`src/hw/rtl/rog_pkg.sv`:
```
`timescale 1ns / 1ps
// ----------------------------------------------------------------------------
// rog_pkg: shared types and constants for the random offset generator
// Holds the xorshift constants, the control state encoding, register
// indexes and the status struct passed from the modulo unit.
// ----------------------------------------------------------------------------
package rog_pkg;

    localparam int WORD_W     = 32;
    localparam int CFG_IDX_W  = 2;
    localparam int S_TDATA_W  = 8;
    localparam int M_TDATA_W  = 64;
    localparam int M_TUSER_W  = 1;
    localparam int STEP_CNT_W = 6;

    localparam logic [WORD_W-1:0] SEED_OFFSET = 32'd123211;

    localparam int SHIFT_A = 13;
    localparam int SHIFT_B = 6;
    localparam int SHIFT_C = 11;
    localparam int SHIFT_D = 17;

    localparam logic [CFG_IDX_W-1:0] CFG_SEED_VALUE  = 2'd0;
    localparam logic [CFG_IDX_W-1:0] CFG_DEVICE_SIZE = 2'd1;

    typedef enum logic [2:0] {
        ST_IDLE,
        ST_SEED,
        ST_STEP,
        ST_DIV,
        ST_OUT
    } rog_state_t;

    typedef struct packed {
        logic busy;
        logic done;
    } div_status_t;

    function automatic logic [WORD_W-1:0] xorshift32(input logic [WORD_W-1:0] v);
        logic [WORD_W-1:0] t;
        t = v;
        t = t ^ (t << SHIFT_A);
        t = t ^ (t >> SHIFT_B);
        t = t ^ (t << SHIFT_C);
        t = t ^ (t >> SHIFT_D);
        return t;
    endfunction

endpackage

```
`src/hw/rtl/random_offset_generator_top.sv`:
```
`timescale 1ns / 1ps
// ----------------------------------------------------------------------------
// random_offset_generator_top: xorshift32 offset source with modulo range
// Sequencer, generator word, seeding multiplier and output register.
// ----------------------------------------------------------------------------
// Usage:
//   Write seed_value (index 0) and device_size (index 1) on the cfg port
//   while idle. Each transfer on the s_ channel advances the generator
//   once; s_tdata[0] = 1 reseeds from the registers before the advance.
//   Each input transfer yields exactly one m_ transfer carrying the offset
//   (state modulo size), the raw state and a zero-size flag.
//
//   From input transfer to m_tvalid the block runs the seeding multiply
//   (restart only), a scramble step, the bit-serial modulo unit and a
//   register that captures the result.
//   The block takes one item at a time: s_tready stays low from the input
//   transfer until the result has been taken.
//
//   Reset clears the generator word and both registers; the word 0 is a
//   fixed point, so results stay 0 until a restart. A stalled receiver
//   holds the result and the input side stays blocked.
// ----------------------------------------------------------------------------
module random_offset_generator_top #(
    parameter int SIZE_BITS = 48
) (
    input  logic                          aclk,
    input  logic                          aresetn,
    // configuration
    input  logic                          cfg_wr_en,
    input  logic [rog_pkg::CFG_IDX_W-1:0] cfg_index,
    input  logic [SIZE_BITS-1:0]          cfg_wdata,
    // input stream
    input  logic                          s_tvalid,
    output logic                          s_tready,
    input  logic [rog_pkg::S_TDATA_W-1:0] s_tdata,  // [0] restart, [7:1] zero
    // result stream
    output logic                          m_tvalid,
    input  logic                          m_tready,
    output logic [rog_pkg::M_TDATA_W-1:0] m_tdata,  // [31:0] offset, [63:32] generator_state
    output logic [rog_pkg::M_TUSER_W-1:0] m_tuser   // [0] size_error
);
    import rog_pkg::*;

    rog_state_t        state_reg, state_next;
    logic [WORD_W-1:0] seed_value_reg;
    logic [SIZE_BITS-1:0] device_size_reg;
    logic [WORD_W-1:0] word_reg;
    logic [WORD_W-1:0] seed_scr_reg;
    logic [WORD_W-1:0] offset_reg;
    logic              err_reg;
    logic [2*WORD_W-1:0] prod_full;
    logic              s_xfer;
    logic              div_start;
    logic [WORD_W-1:0] div_rem;
    div_status_t       div_status;
    logic              size_zero;

    assign s_xfer    = s_tvalid && s_tready;
    assign prod_full = {{WORD_W{1'b0}}, seed_scr_reg} *
                       {{WORD_W{1'b0}}, device_size_reg[WORD_W-1:0]};
    assign size_zero = (device_size_reg == '0);

    // configuration writes; unknown indexes are dropped
    always_ff @(posedge aclk) begin
        if (!aresetn) begin
            seed_value_reg  <= '0;
            device_size_reg <= '0;
        end else if (cfg_wr_en) begin
            if (cfg_index == CFG_SEED_VALUE) begin
                seed_value_reg <= cfg_wdata[WORD_W-1:0];
            end else if (cfg_index == CFG_DEVICE_SIZE) begin
                device_size_reg <= cfg_wdata;
            end
        end
    end

    // next state
    always_comb begin
        state_next = state_reg;
        unique case (state_reg)
            ST_IDLE: begin
                if (s_xfer) begin
                    state_next = s_tdata[0] ? ST_SEED : ST_STEP;
                end
            end
            ST_SEED: state_next = ST_STEP;
            ST_STEP: state_next = ST_DIV;
            ST_DIV: begin
                if (div_status.done) begin
                    state_next = ST_OUT;
                end
            end
            ST_OUT: begin
                if (m_tready) begin
                    state_next = ST_IDLE;
                end
            end
            default: state_next = ST_IDLE;
        endcase
    end

    // state outputs
    always_comb begin
        s_tready  = 1'b0;
        m_tvalid  = 1'b0;
        div_start = 1'b0;
        unique case (state_reg)
            ST_IDLE: s_tready  = 1'b1;
            ST_STEP: div_start = 1'b1;
            ST_OUT:  m_tvalid  = 1'b1;
            default: ;
        endcase
    end

    always_ff @(posedge aclk) begin
        if (!aresetn) begin
            state_reg   <= ST_IDLE;
            word_reg    <= '0;
        end else begin
            state_reg <= state_next;
            if (state_reg == ST_SEED) begin
                word_reg <= prod_full[WORD_W-1:0];
            end else if (state_reg == ST_STEP) begin
                word_reg <= xorshift32(word_reg);
            end
        end
        if (s_xfer) begin
            seed_scr_reg <= xorshift32(seed_value_reg + SEED_OFFSET);
        end
        if (div_status.done) begin
            offset_reg <= size_zero ? '0 : div_rem;
            err_reg    <= size_zero;
        end
    end

    rog_divider #(
        .SIZE_BITS (SIZE_BITS)
    ) u_div (
        .aclk      (aclk),
        .aresetn   (aresetn),
        .start     (div_start),
        .dividend  (xorshift32(word_reg)),
        .divisor   (device_size_reg),
        .remainder (div_rem),
        .status    (div_status)
    );

    assign m_tdata = {word_reg, offset_reg};
    assign m_tuser = {err_reg};

endmodule

```
`src/hw/rtl/rog_divider.sv`:
```
`timescale 1ns / 1ps
// ----------------------------------------------------------------------------
// rog_divider: iterative 32-bit modulo unit
// Restoring division, one dividend bit per cycle through one shared
// compare and subtract; the remainder is valid when done pulses.
// ----------------------------------------------------------------------------
module rog_divider #(
    parameter int SIZE_BITS = 48
) (
    input  logic                       aclk,
    input  logic                       aresetn,
    input  logic                       start,
    input  logic [rog_pkg::WORD_W-1:0] dividend,
    input  logic [SIZE_BITS-1:0]       divisor,
    output logic [rog_pkg::WORD_W-1:0] remainder,
    output rog_pkg::div_status_t       status
);
    import rog_pkg::*;

    logic [SIZE_BITS-1:0]  rem_reg,  rem_next;
    logic [WORD_W-1:0]     dvd_reg,  dvd_next;
    logic [STEP_CNT_W-1:0] cnt_reg,  cnt_next;
    logic                  busy_reg, busy_next;
    logic                  done_reg, done_next;
    logic [SIZE_BITS:0]    trial;
    logic [SIZE_BITS:0]    diff;

    assign trial = {rem_reg, dvd_reg[WORD_W-1]};
    assign diff  = trial - {1'b0, divisor};

    always_comb begin
        rem_next  = rem_reg;
        dvd_next  = dvd_reg;
        cnt_next  = cnt_reg;
        busy_next = busy_reg;
        done_next = 1'b0;
        if (start) begin
            rem_next  = '0;
            dvd_next  = dividend;
            cnt_next  = STEP_CNT_W'(WORD_W);
            busy_next = 1'b1;
        end else if (busy_reg) begin
            // keep the difference only when the divisor fits
            if (trial >= {1'b0, divisor}) begin
                rem_next = diff[SIZE_BITS-1:0];
            end else begin
                rem_next = trial[SIZE_BITS-1:0];
            end
            dvd_next = {dvd_reg[WORD_W-2:0], 1'b0};
            cnt_next = cnt_reg - 1'b1;
            if (cnt_reg == STEP_CNT_W'(1)) begin
                busy_next = 1'b0;
                done_next = 1'b1;
            end
        end
    end

    always_ff @(posedge aclk) begin
        if (!aresetn) begin
            busy_reg <= 1'b0;
            done_reg <= 1'b0;
            cnt_reg  <= '0;
        end else begin
            busy_reg <= busy_next;
            done_reg <= done_next;
            cnt_reg  <= cnt_next;
        end
        rem_reg <= rem_next;
        dvd_reg <= dvd_next;
    end

    // remainder never exceeds the 32-bit dividend
    assign remainder   = rem_reg[WORD_W-1:0];
    assign status.busy = busy_reg;
    assign status.done = done_reg;

endmodule

```
`config.mk`:
```
export PLATFORM = sky130hd
export DESIGN_NAME = random_offset_generator_top
export DESIGN_NICKNAME = d
export VERILOG_FILES = /design/src/hw/rtl/rog_pkg.sv /design/src/hw/rtl/random_offset_generator_top.sv /design/src/hw/rtl/rog_divider.sv
export SDC_FILE = /design/constraint.sdc
export NUM_CORES = 2
export LEC_CHECK = 0
export BUFFER_PORTS_ARGS = -buffer_cell sky130_fd_sc_hd__buf_2
export CELL_PAD_IN_SITES_DETAIL_PLACEMENT = 1
export CELL_PAD_IN_SITES_GLOBAL_PLACEMENT = 1
export CORE_MARGIN = 2
export CORE_UTILIZATION = 50
export CTS_CLUSTER_SIZE = 10
export DETAILED_ROUTE_END_ITERATION = 10
export HOLD_SLACK_MARGIN = 0.08
export PLACE_DENSITY_LB_ADDON = 0.3
export SETUP_SLACK_MARGIN = 0.4
export SLEW_MARGIN = 20
export SYNTH_ARGS = -nofsm -noshare
export SYNTH_HDL_FRONTEND = slang
export SYNTH_HIERARCHICAL = 1
export SYNTH_SLANG_ARGS = --single-unit
export TNS_END_PERCENT = 5
```
`constraint.sdc`:
```
create_clock -name aclk -period 21.1 [get_ports aclk]
set_input_delay 4.22 -clock aclk [delete_from_list [all_inputs] [get_ports aclk]]
set_output_delay 4.22 -clock aclk [all_outputs]
set_load 0.01 [all_outputs]
```
==> run_results.csv <==
group,metric,value,unit
timing,post-route-min-period,8.35,ns
setup_path,worstRegToRegCells,23,
timing,fmax,0.120,GHz
min_path,whs_endpoint,"device_size_reg[4]",
cts,cts_tree,"yes",
timing,finalHoldViolations,0,
cts,h-tree-depth,1,
pwr,peakVddDrop,0.118,mV
timing,tightestPinTransition,1.06,ns
logic_synthesis,syn_inst,3569,
logic_synthesis,syn-num-nets,4215,
status,status,"completed",
die,initial_core_util,50.6,%
die,fp.dieW,257,um
timing,clock_skew,0.0200,ns
detailed_routing,antenna_left,0,
cts,path_clk_slew,0.06,ns
grt,antenna_found_initial,2,
setup_path,worstReg2RegEnd,"word_reg[30]",
detailed_routing,vias_per_cell,5.67,
die,die_area,0.0660,mm^2
setup_path,crit_family,"adder cells",
setup_path,worstPathArrival,8.81,ns
logic_synthesis,syn-cell-area,0.0320,mm^2
setup_path,crit_path_max_fanout,15,
placement,place_congestion,0.933,
cts,post_cts_resized,0,
setup_path,crit_path_cell_trace,"buf_4 > and2_1 > fa_1 > fa_1 > fa_1 > inv_1 > fa_1 > inv_1 > fa_1 > ha_1 > fa_1 > inv_1 > fa_1 > inv_1 > ha_1 > nand3_1 > a21o_1 > nor4_1 > o311ai_0 > a311oi_1 > a41oi_1 > xor2_1 > o32ai_1",
setup_path,path_depth,23,
grt,grt-ovfl-total,0,
pwr,p_leak,14.8,nW
detailed_routing,num_vias,25094,
timing,min_period_over_period,39.6,%
setup_path,crit_type,"register to register",
timing,slew_headroom,29.4,%
setup_path,rrSetupSlack,12.75,ns
setup_path,r2r_start,"seed_scr_reg[4]",
die,io_pins,130,
setup_path,critPathMaxStageDelay,0.92,ns
grt,grt_pass1_wl,158000,um
detailed_routing,route.detailed.drc,0,
setup_path,cp-start-kind,"register",
setup_path,cp-end-kind,"register",
final_layout,layout.nets,4199,
die,core_area,0.0632,mm^2
setup_path,worst-path-buf-inv,5,
grt,track_usage,30.6,%
pwr,pwr_density_cell,102,mW/mm^2
final_layout,final_cell_count_no_fill,4423,
final_layout,drive_above_1_share,8.39,%
grt,first_global_vias,27300,
min_path,min_path_cells,2,
placement,hpwlAfterDp,74400,um
cts,clkSinkCount,268,
cts,cts_hold_buf,0,
setup_path,cp_common_cell,"fa_1",
logic_synthesis,ys.warnings.count,6,
min_path,hold_start,"device_size_reg[4]",
setup_path,cp.required,21.55,ns
timing,grt_setup_unrepaired,"false",
final_layout,finalInstanceArea,0.0339,mm^2
timing,layout_setup_ws,12.75,ns
final_layout,nFillCells,7388,
cts,clockBufferDepth,3,
setup_path,cp_slowest_cell,"edfxtp_1",
placement,placed_cell_area,0.0330,mm^2
timing,finalSetupViolCount,0,
final_layout,syn2layout_area_growth,6.04,%
job,cap_viol_max_count,0,
grt,grt_max_degree,95,
timing,setup_tns,0,ns
placement,dp_slack,12.85,ns
logic_synthesis,avgSynthCellArea,8.96,um^2
min_path,hp-class,"register to register",
cts,clk_latency,0.59,ns
detailed_routing,wl_per_cell,22.3,um
cts,post-cts-setup-buffers,0,
placement,place_inst,4365,
die,rows,92,
detailed_routing,drt_iter0_drc,1701,
detailed_routing,drtPass1Iterations,6,
detailed_routing,routed_wl,98800,um
cts,numCtsBuffers,31,
placement,portBuffers,122,
die,die_h,257,um
timing,report.final.slew_viol_count,0,
cts,cts-root-buf,"clkbuf_16",
-- power breakdown --
part / internal, mW / switching, mW / leakage, nW
combinational: 0.843 / 1.33 / 12.1
clock: 0.276 / 0.217 / 0.429
sequential: 0.659 / 0.131 / 2.31
total: 1.78 / 1.67 / 14.8
-- worst min-delay path, cell delays in order, from the launching register on --
cell	delay [ns]
dfxtp_1	0.31
nand2_1	0.05
a21oi_1	0.05
-- worst max-delay path by stage --
stage	start	end	slack, ns
after global routing	seed_scr_reg[4]	word_reg[30]	12.32
after CTS	seed_scr_reg[4]	word_reg[30]	12.80
after detailed placement	seed_scr_reg[4]	word_reg[30]	12.85
after global placement	seed_scr_reg[4]	word_reg[30]	12.95
after floorplan	seed_scr_reg[12]	word_reg[30]	14.22
final	seed_scr_reg[4]	word_reg[30]	12.75
-- layer usage --
layer  track usage [%]  vias to the layer above  routed length, um
met2              50.8                      758              46300
met3              3.74                      206               5530
met1              41.6                    12923              43000
li1                  -                    11207                  -
met5                 0                        -                  0
met4              10.1                        0               3950
-- cell usage in the layout (no fill, tap or decap), types with 11 or more instances in the layout --
cell / count
xnor2_1: 212
o21ai_0: 53
nor2_1: 123
inv_1: 530
a211oi_1: 46
buf_4: 47
xnor2_2: 13
dfxtp_1: 169
a31oi_1: 14
xor2_1: 102
buf_2: 122
o21bai_1: 12
ha_1: 174
mux2_2: 32
a21oi_1: 182
mux2i_1: 33
and2_1: 316
edfxtp_1: 97
a21o_1: 34
or3_1: 11
nand3_1: 22
clkbuf_1: 19
clkbuf_16: 31
nand4_1: 27
nor2b_1: 40
fa_1: 409
nand2_1: 485
nor3_1: 30
nor4_1: 14
-- through the flow --
step | hold WS, ns | util [%] | power (mW)
after global routing | 0.480 | 53.6 | 3.70
after CTS | 0.461 | 53.6 | 3.44
final | 0.457 | 53.6 | 3.45
after global placement | 0.442 | 52.2 | 2.87
after detailed placement | 0.452 | 52.2 | 2.92
after floorplan | 0.448 | - | 2.37
-- layout make-up --
type	count	area, um^2	area share [%]
multi-input cells	2549	22600	66.7
flip-flops and latches	268	6340	18.7
inverters	533	2000	5.91
well taps	846	1060	3.12
repair buffers	170	991	2.92
clock buffers	51	861	2.54
clock inverters	3	33.8	0.0997
diodes	3	7.51	0.0221
Note: power is estimated with default switching activity, not from simulation.
